===== config.mk =====
export PLATFORM = sky130hd
export DESIGN_NAME = console_command_lexer_unit
export DESIGN_NICKNAME = d
export VERILOG_FILES = /design/src/design/ccl_pkg.sv /design/src/design/ccl_front.sv /design/src/design/ccl_queue.sv /design/src/design/ccl_back.sv /design/src/design/console_command_lexer_unit.sv
export SDC_FILE = /design/constraint.sdc
export NUM_CORES = 1
export LEC_CHECK = 0
export BUFFER_PORTS_ARGS = -buffer_cell sky130_fd_sc_hd__clkbuf_2
export CORE_MARGIN = 5
export CORE_UTILIZATION = 55
export CTS_BUF_LIST = sky130_fd_sc_hd__clkbuf_4
export DETAILED_ROUTE_END_ITERATION = 8
export MAX_ROUTING_LAYER = met4
export PLACE_DENSITY = 0.73
export SLEW_MARGIN = 5
export SYNTH_ARGS = -nofsm -noshare
export SYNTH_HDL_FRONTEND = slang
export SYNTH_HIERARCHICAL = 1
export SYNTH_SLANG_ARGS = --single-unit
export TNS_END_PERCENT = 30

===== constraint.sdc =====
create_clock -name clk_i -period 5.3 [get_ports clk_i]
set_input_delay 0.795 -clock clk_i [delete_from_list [all_inputs] [get_ports clk_i]]
set_output_delay 0.795 -clock clk_i [all_outputs]
set_load 0.02 [all_outputs]

===== src/design/ccl_pkg.sv =====
// ----------------------------------------------------------------------------
// Console command lexer package
// Shared constants, codes and the event record passed from front to back.
// ----------------------------------------------------------------------------
package ccl_pkg;

  localparam int unsigned MaxTokensDefault  = 16;
  localparam int unsigned BucketBitsDefault = 12;
  localparam int unsigned QueueDepth        = 4;

  localparam logic [31:0] HashSeed        = 32'd5381;
  localparam logic [4:0]  TokenLimitReset = 5'd16;
  localparam logic [11:0] BucketMaskReset = 12'd255;

  localparam logic [7:0] ChNul     = 8'h00;
  localparam logic [7:0] ChNewline = 8'h0A;
  localparam logic [7:0] ChSemi    = 8'h3B;
  localparam logic [7:0] ChSlash   = 8'h2F;
  localparam logic [7:0] ChQuote   = 8'h22;
  localparam logic [7:0] ChSpace   = 8'h20;

  typedef enum logic [1:0] {
    SCAN_BETWEEN = 2'd0,
    SCAN_PLAIN   = 2'd1,
    SCAN_QUOTED  = 2'd2,
    SCAN_IGNORE  = 2'd3
  } scan_e;

  typedef enum logic [1:0] {
    KIND_BYTE    = 2'd0,
    KIND_TOK_END = 2'd1,
    KIND_CMD_END = 2'd2
  } kind_e;

  typedef enum logic {
    CFG_TOKEN_LIMIT = 1'b0,
    CFG_BUCKET_MASK = 1'b1
  } cfg_reg_e;

  typedef struct packed {
    logic        has_byte;
    logic        has_tok_end;
    logic        has_cmd_end;
    logic [7:0]  text;
    logic [3:0]  tok_num;
    logic [31:0] hash;
    logic [11:0] bucket;
    logic [4:0]  count;
  } ccl_event_t;

endpackage


===== src/design/ccl_front.sv =====
// ----------------------------------------------------------------------------
// Console command lexer front end
// Classifies each byte, tracks scan state, token count and djb2 hash, and
// forms one event record per byte that yields results.
// ----------------------------------------------------------------------------
module ccl_front import ccl_pkg::*; #(
  parameter int unsigned MAX_TOKENS  = MaxTokensDefault,
  parameter int unsigned BUCKET_BITS = BucketBitsDefault
) (
  input  logic        clk_i,
  input  logic        rst_ni,
  input  logic        accept_i,
  input  logic [7:0]  text_byte_i,
  input  logic [4:0]  token_limit_i,
  input  logic [11:0] bucket_mask_i,
  output ccl_event_t  ev_o,
  output logic        ev_valid_o
);

  localparam int unsigned TW = $clog2(MAX_TOKENS + 1);
  localparam int unsigned CW = (TW > 5) ? TW : 5;
  localparam logic [11:0] BktLowMask =
    (BUCKET_BITS >= 12) ? 12'hFFF : 12'((32'd1 << BUCKET_BITS) - 32'd1);
  localparam logic [CW-1:0] MaxTokensC = CW'(MAX_TOKENS);

  scan_e          scan_q, scan_d;
  logic           start_q, start_d;
  logic [TW-1:0]  tokens_q, tokens_d;
  logic [31:0]    hash_q, hash_d;

  logic           is_term, is_sep, is_quote, is_lead_slash, in_tok;
  logic [CW-1:0]  tok_ext, tl_ext, lim, tok_after;
  logic           lim_hit;
  logic           do_byte, do_finish, do_seed, do_cmd;
  logic [31:0]    hash_base, hash_step;

  assign is_term  = (text_byte_i == ChNul) || (text_byte_i == ChNewline) ||
                    (text_byte_i == ChSemi);
  assign is_sep   = (text_byte_i <= ChSpace);
  assign is_quote = (text_byte_i == ChQuote);
  assign is_lead_slash = start_q && (text_byte_i == ChSlash);
  assign in_tok   = (scan_q == SCAN_PLAIN) || (scan_q == SCAN_QUOTED);

  assign tok_ext  = CW'(tokens_q);
  assign tl_ext   = CW'(token_limit_i);
  assign lim      = (tl_ext > MaxTokensC) ? MaxTokensC : tl_ext;
  assign lim_hit  = (tok_ext >= lim);

  // next state
  always_comb begin
    scan_d = scan_q;
    if (accept_i) begin
      if (is_term) begin
        scan_d = SCAN_BETWEEN;
      end else if (!is_lead_slash) begin
        unique case (scan_q)
          SCAN_QUOTED: begin
            if (is_quote) scan_d = SCAN_BETWEEN;
          end
          SCAN_PLAIN: begin
            if (is_sep) scan_d = SCAN_BETWEEN;
          end
          SCAN_BETWEEN: begin
            if (!is_sep) begin
              if (lim_hit)       scan_d = SCAN_IGNORE;
              else if (is_quote) scan_d = SCAN_QUOTED;
              else               scan_d = SCAN_PLAIN;
            end
          end
          SCAN_IGNORE: scan_d = scan_q;
          default:     scan_d = SCAN_BETWEEN;
        endcase
      end
    end
  end

  // actions
  always_comb begin
    do_byte   = 1'b0;
    do_finish = 1'b0;
    do_seed   = 1'b0;
    if (accept_i) begin
      if (is_term) begin
        do_finish = in_tok;
        do_seed   = 1'b1;
      end else if (!is_lead_slash) begin
        unique case (scan_q)
          SCAN_QUOTED: begin
            if (is_quote) do_finish = 1'b1;
            else          do_byte   = 1'b1;
          end
          SCAN_PLAIN: begin
            if (is_sep) do_finish = 1'b1;
            else        do_byte   = 1'b1;
          end
          SCAN_BETWEEN: begin
            if (!is_sep && !lim_hit) begin
              do_seed = 1'b1;
              do_byte = !is_quote;
            end
          end
          SCAN_IGNORE: ;
          default: ;
        endcase
      end
    end
  end

  assign hash_base = do_seed ? HashSeed : hash_q;
  assign hash_step = hash_base + {hash_base[26:0], 5'b0} + 32'(text_byte_i);
  assign tok_after = tok_ext + CW'(do_finish);
  assign do_cmd    = accept_i && is_term && (tok_after != '0);

  always_comb begin
    if (do_byte)                hash_d = hash_step;
    else if (do_seed || do_finish) hash_d = HashSeed;
    else                        hash_d = hash_q;
    tokens_d = (accept_i && is_term) ? '0 : tok_after[TW-1:0];
    start_d  = accept_i ? is_term : start_q;
  end

  always_comb begin
    ev_o.has_byte    = do_byte;
    ev_o.has_tok_end = do_finish;
    ev_o.has_cmd_end = do_cmd;
    ev_o.text        = text_byte_i;
    ev_o.tok_num     = tok_ext[3:0];
    ev_o.hash        = hash_q;
    ev_o.bucket      = hash_q[11:0] & bucket_mask_i & BktLowMask;
    ev_o.count       = tok_after[4:0];
  end

  assign ev_valid_o = do_byte || do_finish || do_cmd;

  always_ff @(posedge clk_i or negedge rst_ni) begin
    if (!rst_ni) begin
      scan_q   <= SCAN_BETWEEN;
      start_q  <= 1'b1;
      tokens_q <= '0;
      hash_q   <= HashSeed;
    end else begin
      scan_q   <= scan_d;
      start_q  <= start_d;
      tokens_q <= tokens_d;
      hash_q   <= hash_d;
    end
  end

endmodule


===== src/design/ccl_queue.sv =====
// ----------------------------------------------------------------------------
// Console command lexer event queue
// Short FIFO of event records between the front end and the back end.
// ----------------------------------------------------------------------------
module ccl_queue import ccl_pkg::*; (
  input  logic       clk_i,
  input  logic       rst_ni,
  input  logic       push_i,
  input  ccl_event_t ev_i,
  output logic       full_o,
  input  logic       pop_i,
  output ccl_event_t head_o,
  output logic       empty_o
);

  localparam int unsigned PW = $clog2(QueueDepth);

  ccl_event_t     mem_q [QueueDepth];
  logic [PW-1:0]  wr_q, wr_d, rd_q, rd_d;
  logic [PW:0]    cnt_q, cnt_d;

  assign full_o  = (cnt_q == (PW+1)'(QueueDepth));
  assign empty_o = (cnt_q == '0);
  assign head_o  = mem_q[rd_q];

  always_comb begin
    wr_d  = push_i ? wr_q + 1'b1 : wr_q;
    rd_d  = pop_i  ? rd_q + 1'b1 : rd_q;
    cnt_d = cnt_q + (PW+1)'(push_i) - (PW+1)'(pop_i);
  end

  always_ff @(posedge clk_i) begin
    if (push_i) begin
      mem_q[wr_q] <= ev_i;
    end
  end

  always_ff @(posedge clk_i or negedge rst_ni) begin
    if (!rst_ni) begin
      wr_q  <= '0;
      rd_q  <= '0;
      cnt_q <= '0;
    end else begin
      wr_q  <= wr_d;
      rd_q  <= rd_d;
      cnt_q <= cnt_d;
    end
  end

`ifndef NO_ASSERTIONS
  a_no_overflow: assert property (@(posedge clk_i) disable iff (!rst_ni)
    !(push_i && full_o && !pop_i))
    else $error("event pushed into full queue");
  a_no_underflow: assert property (@(posedge clk_i) disable iff (!rst_ni)
    !(pop_i && empty_o))
    else $error("event popped from empty queue");
  a_count_bound: assert property (@(posedge clk_i) disable iff (!rst_ni)
    cnt_q <= (PW+1)'(QueueDepth))
    else $error("queue count beyond depth");
`endif

endmodule


===== src/design/ccl_back.sv =====
// ----------------------------------------------------------------------------
// Console command lexer back end
// Expands each queued event into one or two result beats.
// ----------------------------------------------------------------------------
module ccl_back import ccl_pkg::*; (
  input  logic        clk_i,
  input  logic        rst_ni,
  input  ccl_event_t  head_i,
  input  logic        empty_i,
  output logic        qpop_o,
  input  logic        pop_i,
  output logic [1:0]  kind_o,
  output logic [7:0]  out_byte_o,
  output logic [3:0]  token_number_o,
  output logic [31:0] token_hash_o,
  output logic [11:0] bucket_o,
  output logic [4:0]  count_of_tokens_o,
  output logic        last_o
);

  logic  phase_q, phase_d;
  logic  two, beat;
  kind_e kind;

  assign two  = head_i.has_tok_end && head_i.has_cmd_end;
  assign beat = pop_i && !empty_i;

  always_comb begin
    if (phase_q || (!head_i.has_byte && !head_i.has_tok_end)) kind = KIND_CMD_END;
    else if (head_i.has_byte)                                kind = KIND_BYTE;
    else                                                      kind = KIND_TOK_END;
  end

  always_comb begin
    out_byte_o        = '0;
    token_number_o    = '0;
    token_hash_o      = '0;
    bucket_o          = '0;
    count_of_tokens_o = '0;
    unique case (kind)
      KIND_BYTE: begin
        out_byte_o     = head_i.text;
        token_number_o = head_i.tok_num;
      end
      KIND_TOK_END: begin
        token_number_o = head_i.tok_num;
        token_hash_o   = head_i.hash;
        bucket_o       = head_i.bucket;
      end
      KIND_CMD_END: begin
        count_of_tokens_o = head_i.count;
      end
      default: ;
    endcase
  end

  assign kind_o  = kind;
  assign last_o  = phase_q || !two;
  assign qpop_o  = beat && last_o;
  assign phase_d = beat ? (!phase_q && two) : phase_q;

  always_ff @(posedge clk_i or negedge rst_ni) begin
    if (!rst_ni) begin
      phase_q <= 1'b0;
    end else begin
      phase_q <= phase_d;
    end
  end

`ifndef NO_ASSERTIONS
  a_phase_needs_pair: assert property (@(posedge clk_i) disable iff (!rst_ni)
    phase_q |-> (!empty_i && head_i.has_tok_end && head_i.has_cmd_end))
    else $error("second beat without a token end and command end pair");
  a_pair_splits: assert property (@(posedge clk_i) disable iff (!rst_ni)
    (beat && !last_o) |=> (phase_q && !empty_i))
    else $error("first beat of a pair not followed by its second");
`endif

endmodule


===== src/design/console_command_lexer_unit.sv =====
// ----------------------------------------------------------------------------
// Console command lexer
// Splits console text into commands and tokens, reporting token bytes, token
// ends with djb2 hash and bucket, and command ends with the token count.
//
//   channel  | handshake         | payload
//   ---------+-------------------+-------------------------------------------
//   input    | push / full       | text_byte_i
//   result   | empty / pop       | kind_o, out_byte_o, token_number_o,
//            |                   | token_hash_o, bucket_o, count_of_tokens_o,
//            |                   | last_o
//   config   | cfg_we_i          | cfg_idx_i, cfg_data_i
//
// One byte is taken per cycle while full is low; its results are written
// to a four-entry event queue and leave it one beat per cycle while pop is
// high. A byte that ends a token and its command gives two beats and holds
// the queue head until both are popped; any other byte gives at most one.
// full is high while the event queue holds four events.
// Reset: between tokens, at command start, token_limit 16, bucket_mask 255.
// ----------------------------------------------------------------------------
module console_command_lexer_unit import ccl_pkg::*; #(
  parameter int unsigned MAX_TOKENS  = MaxTokensDefault,
  parameter int unsigned BUCKET_BITS = BucketBitsDefault
) (
  input  logic        clk_i,
  input  logic        rst_ni,
  input  logic        push,
  output logic        full,
  input  logic [7:0]  text_byte_i,
  output logic        empty,
  input  logic        pop,
  output logic [1:0]  kind_o,
  output logic [7:0]  out_byte_o,
  output logic [3:0]  token_number_o,
  output logic [31:0] token_hash_o,
  output logic [11:0] bucket_o,
  output logic [4:0]  count_of_tokens_o,
  output logic        last_o,
  input  logic        cfg_we_i,
  input  logic        cfg_idx_i,
  input  logic [11:0] cfg_data_i
);

  logic [4:0]  token_limit_q, token_limit_d;
  logic [11:0] bucket_mask_q, bucket_mask_d;

  logic        accept;
  ccl_event_t  ev, head;
  logic        ev_valid, qpop;

  always_comb begin
    token_limit_d = token_limit_q;
    bucket_mask_d = bucket_mask_q;
    if (cfg_we_i) begin
      unique case (cfg_reg_e'(cfg_idx_i))
        CFG_TOKEN_LIMIT: token_limit_d = cfg_data_i[4:0];
        CFG_BUCKET_MASK: bucket_mask_d = cfg_data_i;
        default: ;
      endcase
    end
  end

  always_ff @(posedge clk_i or negedge rst_ni) begin
    if (!rst_ni) begin
      token_limit_q <= TokenLimitReset;
      bucket_mask_q <= BucketMaskReset;
    end else begin
      token_limit_q <= token_limit_d;
      bucket_mask_q <= bucket_mask_d;
    end
  end

  assign accept = push && !full;

  ccl_front #(
    .MAX_TOKENS  (MAX_TOKENS),
    .BUCKET_BITS (BUCKET_BITS)
  ) u_front (
    .clk_i         (clk_i),
    .rst_ni        (rst_ni),
    .accept_i      (accept),
    .text_byte_i   (text_byte_i),
    .token_limit_i (token_limit_q),
    .bucket_mask_i (bucket_mask_q),
    .ev_o          (ev),
    .ev_valid_o    (ev_valid)
  );

  ccl_queue u_queue (
    .clk_i   (clk_i),
    .rst_ni  (rst_ni),
    .push_i  (ev_valid),
    .ev_i    (ev),
    .full_o  (full),
    .pop_i   (qpop),
    .head_o  (head),
    .empty_o (empty)
  );

  ccl_back u_back (
    .clk_i             (clk_i),
    .rst_ni            (rst_ni),
    .head_i            (head),
    .empty_i           (empty),
    .qpop_o            (qpop),
    .pop_i             (pop),
    .kind_o            (kind_o),
    .out_byte_o        (out_byte_o),
    .token_number_o    (token_number_o),
    .token_hash_o      (token_hash_o),
    .bucket_o          (bucket_o),
    .count_of_tokens_o (count_of_tokens_o),
    .last_o            (last_o)
  );

endmodule


==> results of run 1 <==
==> flip-flops by register name, indices dropped and copies added, names as in the netlist <==
signal,count
u_front/scan_q,2
u_queue/rd_q,2
token_limit_q,5
u_back/phase_q,1
u_front/tok_ext,5
bucket_mask_q,12
u_queue/wr_q,2
u_front/hash_q,32
u_queue/mem_q,256
u_front/start_q,1
u_queue/cnt_q,3
==> cells by family after synthesis <==
logic type | Yosys count
xor+xnor | 30
flops | 321
compound gates | 142
fa+ha+maj | 81
buf+inv | 94
mux | 86
simple gates | 233
==> worst reg2reg max path: stages, from the launching register on <==
cell and delay (ns):
dfstp_2 0.55, inv_1 0.08, nand2_1 0.08, ha_1 0.23
a21oi_1 0.13, o21ai_0 0.10, a31oi_1 0.40, a31oi_2 0.19
buf_12 0.19, and2_1 0.18, ha_1 0.27, ha_1 0.18
inv_1 0.06, fa_1 0.41, nor2b_1 0.16, o31ai_1 0.12
a211oi_1 0.29, buf_4 0.17, a221o_1 0.25, a311oi_1 0.13
o41ai_1 0.43, xor2_1 0.12, a22o_1 0.19
==> area by class of cell <==
class	count	area, um^2	area share
Tap cell	341	426.7	0.02483
Antenna cell	1	2.502	0.0001457
Multi-Input combinational cell	572	5351	0.3115
Clock inverter	25	130.1	0.007574
Timing Repair Buffer	125	810.8	0.04719
Clock buffer	127	953.4	0.05549
Inverter	44	167.7	0.009759
Sequential cell	321	9338	0.5435
==> worst min path at each step <==
| stage | from | to | slack [ns] | cells after the start |
|---|---|---|---|---|
| finish | rst_ni | bucket_mask_q[8] | 0.25 | 1 |
| global route | rst_ni | bucket_mask_q[8] | 0.30 | 1 |
| CTS | rst_ni | bucket_mask_q[8] | 0.25 | 1 |
| detailed placement | token_limit_q[0] | token_limit_q[0] | 0.48 | 1 |
| global placement | bucket_mask_q[9] | bucket_mask_q[9] | 0.48 | 1 |
| floorplan | u_front/hash_q[13] | u_queue/mem_q[0][30] | 0.47 | 0 |
==> power by group through the flow <==
stage	clock network [W]	logic (W)	registers, W
after floorplan	0	0.00350	0.00373
after detailed placement	0	0.00462	0.00394
after global placement	0	0.00457	0.00391
after global routing	0.00233	0.00505	0.00395
final	0.00210	0.00463	0.00388
after CTS	0.00218	0.00465	0.00389
==> metal layers <==
layer,part of all wire,global-route usage
met1,0.43,0.2761
met2,0.50,0.3552
met3,0.047,0.03405
met4,0.018,0.06953
met5,0,-
==> cells in the mapped netlist, types with 4 or more instances <==
cell type / n / area (um^2)
nand3_1: 11 / 55.05
dfrtp_1: 50 / 1251
inv_1: 43 / 161.4
mux2i_1: 5 / 50.05
mux2_2: 17 / 191.4
and2_1: 106 / 663.1
buf_2: 7 / 35.03
edfxtp_1: 256 / 7687
o21bai_1: 4 / 30.03
xor2_1: 14 / 122.6
clkbuf_1: 13 / 48.80
nor2b_1: 12 / 75.07
dfstp_2: 15 / 394.1
ha_1: 76 / 950.9
or3_1: 4 / 25.02
o31ai_1: 4 / 30.03
nand2b_1: 7 / 43.79
mux4_2: 64 / 1441
nor3_1: 11 / 55.05
nor3b_1: 6 / 45.04
buf_6: 9 / 101.4
fa_1: 5 / 100.1
a2bb2oi_1: 4 / 35.03
a211oi_1: 6 / 45.04
o21a_1: 8 / 60.06
a21oi_1: 22 / 110.1
and3_1: 6 / 37.54
nand4_1: 4 / 25.02
nor2_1: 26 / 97.59
a22o_1: 17 / 148.9
o21ai_0: 23 / 115.1
buf_4: 18 / 135.1
a21o_1: 13 / 97.59
a31oi_1: 8 / 50.05
nand2_1: 32 / 120.1
xnor2_1: 16 / 140.1
==> stage by stage <==
| stage | util | hold WS, ns |
|---|---|---|
| finish | 0.6357 | 0.2489 |
| global route | 0.6357 | 0.3001 |
| CTS | 0.6356 | 0.2543 |
| detailed placement | 0.5955 | 0.4848 |
| global placement | 0.5955 | 0.4810 |
| floorplan | - | 0.4682 |
==> metrics, run 1 <==
Worst-Skew Late Latency=0.70 ns; Final Max Tran Viols=0; pre-CTS WS=0.1355 ns; Clk pin slew, worst setup/hold paths=0.07 ns; H-tree depth=3; number of synthesized flops with an enable pin=256; Setup Skew=0.05473 ns; Placed Cells=1403; clock share of power=0.198; Synth Area in Simple Gates=0.08715; Cell Count, Final, Fillers Out=1556; worst reg2reg setup slack=0.30 ns; crit-path cells=inv_1 > nand2_1 > ha_1 > a21oi_1 > o21ai_0 > a31oi_1 > a31oi_2 > buf_12 > and2_1 > ha_1 > ha_1 > inv_1 > fa_1 > nor2b_1 > o31ai_1 > a211oi_1 > buf_4 > a221o_1 > a311oi_1 > o41ai_1 > xor2_1 > a22o_1; total negative slack=0 ns; post-synthesis sequential area ratio=0.6150; GRT Total Usage=0.2148; FP Rows=60; Vias/cell=5.738; Pint=0.006647 W; Final Setup Violations=0; CTS tree=yes; YS warnings=6; clock tree buffer depth=3; final hold vios=0; finished layout cell area=17180 um^2; I/O Buffers=91; layout cells sized above 1=0.3040; CP most frequent cell=ha_1; critical path class=reg -> reg; Slew Limit Headroom=0.3621; Initial DRC Count=657; cell leakage power=6.870 nW; max_cap viols=0; Arr. time, crit path=5.56 ns; largest net degree at the start of global routing=50; P&R area growth vs syn=13.21%; clk root buf=clkbuf_4; Placement Cell Area=16090 um^2; Syn Nets=1094; area of the core=27030 um^2; Synth Area in Adders=0.06926; pwr dens=617.6 nW/um^2; Initial Util=0.5615; synthesized flop and latch total=321; R2R Path End=u_front/hash_q[29]; Worst Setup EP=u_front/hash_q[29]; vias in the first global route=9348; VDD IR max=0.0002187 V; initial antenna violation count=1; DIE WIDTH=176.1 um; # IOs=92; Post-CTS Setup Bufs=0; first-pass GRT wire length=50850 um; Num CTS Buffers=81; total number of vias=8929; critical path launch point type=flip-flop; die area=31010 um^2; RSZ-0062 raised after global routing=false; commonest non-fill, non-tap cell in the layout=edfxtp_1; register share of total power=0.366; CP peak stage delay=0.55 ns; outcome=finished clean; final net count=1252; Worst path depth=22; Die Height=176.1 um; CTS Hold Bufs=0; Yosys cell types=68; Synth Area in Compound Gates=0.06728; slowest stage cell, crit path=dfstp_2; Reg2Reg Depth=22; hold crit path type=in -> async; power share of the combinational group=0.436; WP buf/inv=4; Post-Syn Instances=987; DP Wirelength=20570 um; Placer Congestion=0.9564; Fmax achieved=0.2000 GHz; Clock Sinks=321; Slew @ Worst Pin=0.9569 ns; Post-Route WL=31590 um; Reg2Reg Launch Point=token_limit_q[4]; WP data required=5.86 ns; post-route antenna net violation count=0; GRT overflow=0; setup ws final=0.2996 ns; Switching Share=0.3735; ratio of final minimum period to clock period=0.9435; Gates resized, CTS repair=0; min Tclk post-route=5.000 ns; drt drc=0; Avg Cell Area, Syn=15.38 um^2; Post-synth ARST share=0.2025; per-cell routed wire length=20.30 um; CP delay by family, top=compound AO/OA/AOI/OAI gates; main combinational cell family by area after synthesis=multiplexers; commonest cells after routing, fill and taps aside=edfxtp_1, clkbuf_4, and2_1; sw power=0.003963 W; Main synth FF type=edfxtp_1; crit path max fanout=22; Critical Path Sink Type=flip-flop; filler instances=1987; Synth Area in XOR/XNOR=0.01731; CP startpoint=token_limit_q[4]; synthesized area=15180 um^2; total design power=0.01061 W; mux cell area share after synthesis=0.1109; drt pass-1 iters=5
Power figures use the tool's default switching activity.
==> inputs of run 2 (changes only) <==
--- a/config.mk
+++ b/config.mk
@@ -11,7 +11,7 @@
 export CTS_BUF_LIST = sky130_fd_sc_hd__clkbuf_4
 export DETAILED_ROUTE_END_ITERATION = 8
 export MAX_ROUTING_LAYER = met4
-export PLACE_DENSITY = 0.73
+export PLACE_DENSITY = 0.76
 export SLEW_MARGIN = 5
 export SYNTH_ARGS = -nofsm -noshare
 export SYNTH_HDL_FRONTEND = slang
==> constraint.sdc (replaced) <==
create_clock -name clk_i -period 4.4 [get_ports clk_i]
set_input_delay 0.66 -clock clk_i [delete_from_list [all_inputs] [get_ports clk_i]]
set_output_delay 0.66 -clock clk_i [all_outputs]
set_load 0.02 [all_outputs]
==> run 2 against run 1 <==
The flow now finishes with violations (negative setup slack). Flip-flop and latch count unchanged. Worst setup slack got worse by 0.44 ns. Final cell count increased by 8.4%. Global-route usage increased by 0.77 points. Register-to-register slack got worse by 0.44 ns. Largest cell class unchanged. Clock skew decreased by 0.0069 ns. Non-clock buffer count increased by 134. Sequential power increased by 18%.
==> metrics, run 2 (synthesized netlist as in run 1, its figures left out) <==
outcome=finished, violations left; failing checks=negative setup slack; Final Setup Violations=4; first-pass GRT wire length=52560 um; post-route antenna net violation count=0; total number of vias=9475; Post-Route WL=33140 um; Num CTS Buffers=81; largest net degree at the start of global routing=46; biggest regs=u_queue/mem_q (256), u_front/hash_q (32), bucket_mask_q (12); filler instances=1765; Initial Util=0.5615; Slew Limit Headroom=0.4692; min Tclk post-route=4.539 ns; hold path startpoint=cfg_data_i[8]; Clock Sinks=321; Die Height=176.1 um; total design power=0.01412 W; max_cap viols=0; area of the multi-input gates=5824 um^2; Clk pin slew, worst setup/hold paths=0.06 ns; WP data required=4.96 ns; VDD IR max=0.0003530 V; Arr. time, crit path=5.10 ns; Setup Skew=0.04782 ns; DP Wirelength=21850 um; final net count=1387; I/O Buffers=91; crit path max fanout=6; H-tree depth=3; clock tree buffer depth=3; setup ws final=-0.1387 ns; largest reg by FF count=u_queue/mem_q; Critical Path Sink Type=flip-flop; commonest cells after routing, fill and taps aside=edfxtp_1, buf_4, clkbuf_4; Final Max Tran Viols=0; Reg2Reg Launch Point=token_limit_q[4]; DIE WIDTH=176.1 um; drt drc=0; Vias/cell=5.616; ratio of final minimum period to clock period=1.032; Placer Congestion=0.9262; Sequential cell area=9338 um^2; clk root buf=clkbuf_4; CTS tree=yes; Final Core Density=0.6919; Worst-Skew Late Latency=0.70 ns; max reg flops=256; per-cell routed wire length=19.65 um; Initial DRC Count=539; GRT Total Usage=0.2225; Fmax achieved=0.2203 GHz; critical path class=reg -> reg; P&R area growth vs syn=23.21%; # IOs=92; GRT overflow=0; die area=31010 um^2; area of the core=27030 um^2; vias in the first global route=9861; Slew @ Worst Pin=0.7963 ns; initial antenna violation count=1; cell leakage power=7.587 nW; CP startpoint=token_limit_q[4]; final hold vios=0; critical path launch point type=flip-flop; pwr dens=755.1 nW/um^2; drt pass-1 iters=5; hold crit path type=in -> reg; layout cells sized above 1=0.4193; FP Rows=60; commonest non-fill, non-tap cell in the layout=edfxtp_1; RSZ-0062 raised after global routing=true
run 2: per-layer routing:
layer	vias up	global-route usage	wire, um
li1	4413	-	-
met1	4773	0.2889	14260
met2	248	0.3674	16950
met3	41	0.03897	1444
met4	0	0.06075	485
met5	-	-	0
run 2: through the flow:
stage / TNS [ns] / cell area, um^2 / hold WS (ns) / setup WS (ns) / instances
2_1_floorplan: -16.60 / 15330 / 0.3644 / -0.1973 / 987
3_3_place_gp: -4.356 / 17120 / 0.4802 / -0.3905 / 1523
3_5_place_dp: -5.190 / 17120 / 0.4878 / -0.4417 / 1523
4_1_cts: -0.08878 / 18430 / 0.1162 / -0.05936 / 1680
5_1_grt: -2.166 / 18700 / 0.1415 / -0.2732 / 1687
6_report: -0.2223 / 18700 / 0.1915 / -0.1387 / 1687
run 2: power by group:
group	switching [W]	internal [W]
logic	0.00368	0.00337
registers	0.000355	0.00422
clock network	0.00115	0.00134
total	0.00519	0.00893
run 2: worst paths after layout:
check / to / slack (ns) / depth (start not counted)
max in group asynchronous: u_front/hash_q[12] / 2.90 / 3
worst min register to register: bucket_mask_q[10] / 0.50 / 1
worst min-delay path: bucket_mask_q[8] / 0.19 / 2
worst max-delay path: u_front/hash_q[29] / -0.14 / 21
min in group asynchronous: bucket_mask_q[10] / 0.59 / 2
worst max register to register: u_front/hash_q[29] / -0.14 / 21
run 2: worst max-delay path, stage by stage (launching register included):
cell      delay [ns]
dfstp_2         0.57
inv_4           0.06
buf_6           0.12
ha_4            0.23
a21o_1          0.14
a31oi_1         0.14
buf_4           0.16
a31oi_4         0.09
buf_12          0.16
buf_6           0.11
and2_4          0.15
buf_6           0.12
ha_4            0.26
ha_4            0.20
a21o_1          0.16
a221o_1         0.36
a21o_1          0.16
a221o_1         0.40
a311oi_2        0.36
o41ai_2         0.12
xor2_1          0.15
a22o_1          0.21
run 2: layout make-up:
type | count | area share
sequential | 321 | 0.4994
multi-input combinational | 573 | 0.3115
timing repair buffer | 259 | 0.1003
clock buffer | 123 | 0.04938
tap | 341 | 0.02282
inverter | 44 | 0.009101
clock inverter | 25 | 0.007361
antenna | 1 | 0.0001338
run 2: repair_timing:
action                                 CTS  global route
setup endpoints to repair               18            20
pin swaps                               21            15
gates cloned                             2             0
endpoints found under the hold margin    1             0
buffers inserted                         7             7
hold buffers                             1             0
gates resized for setup                 32            42
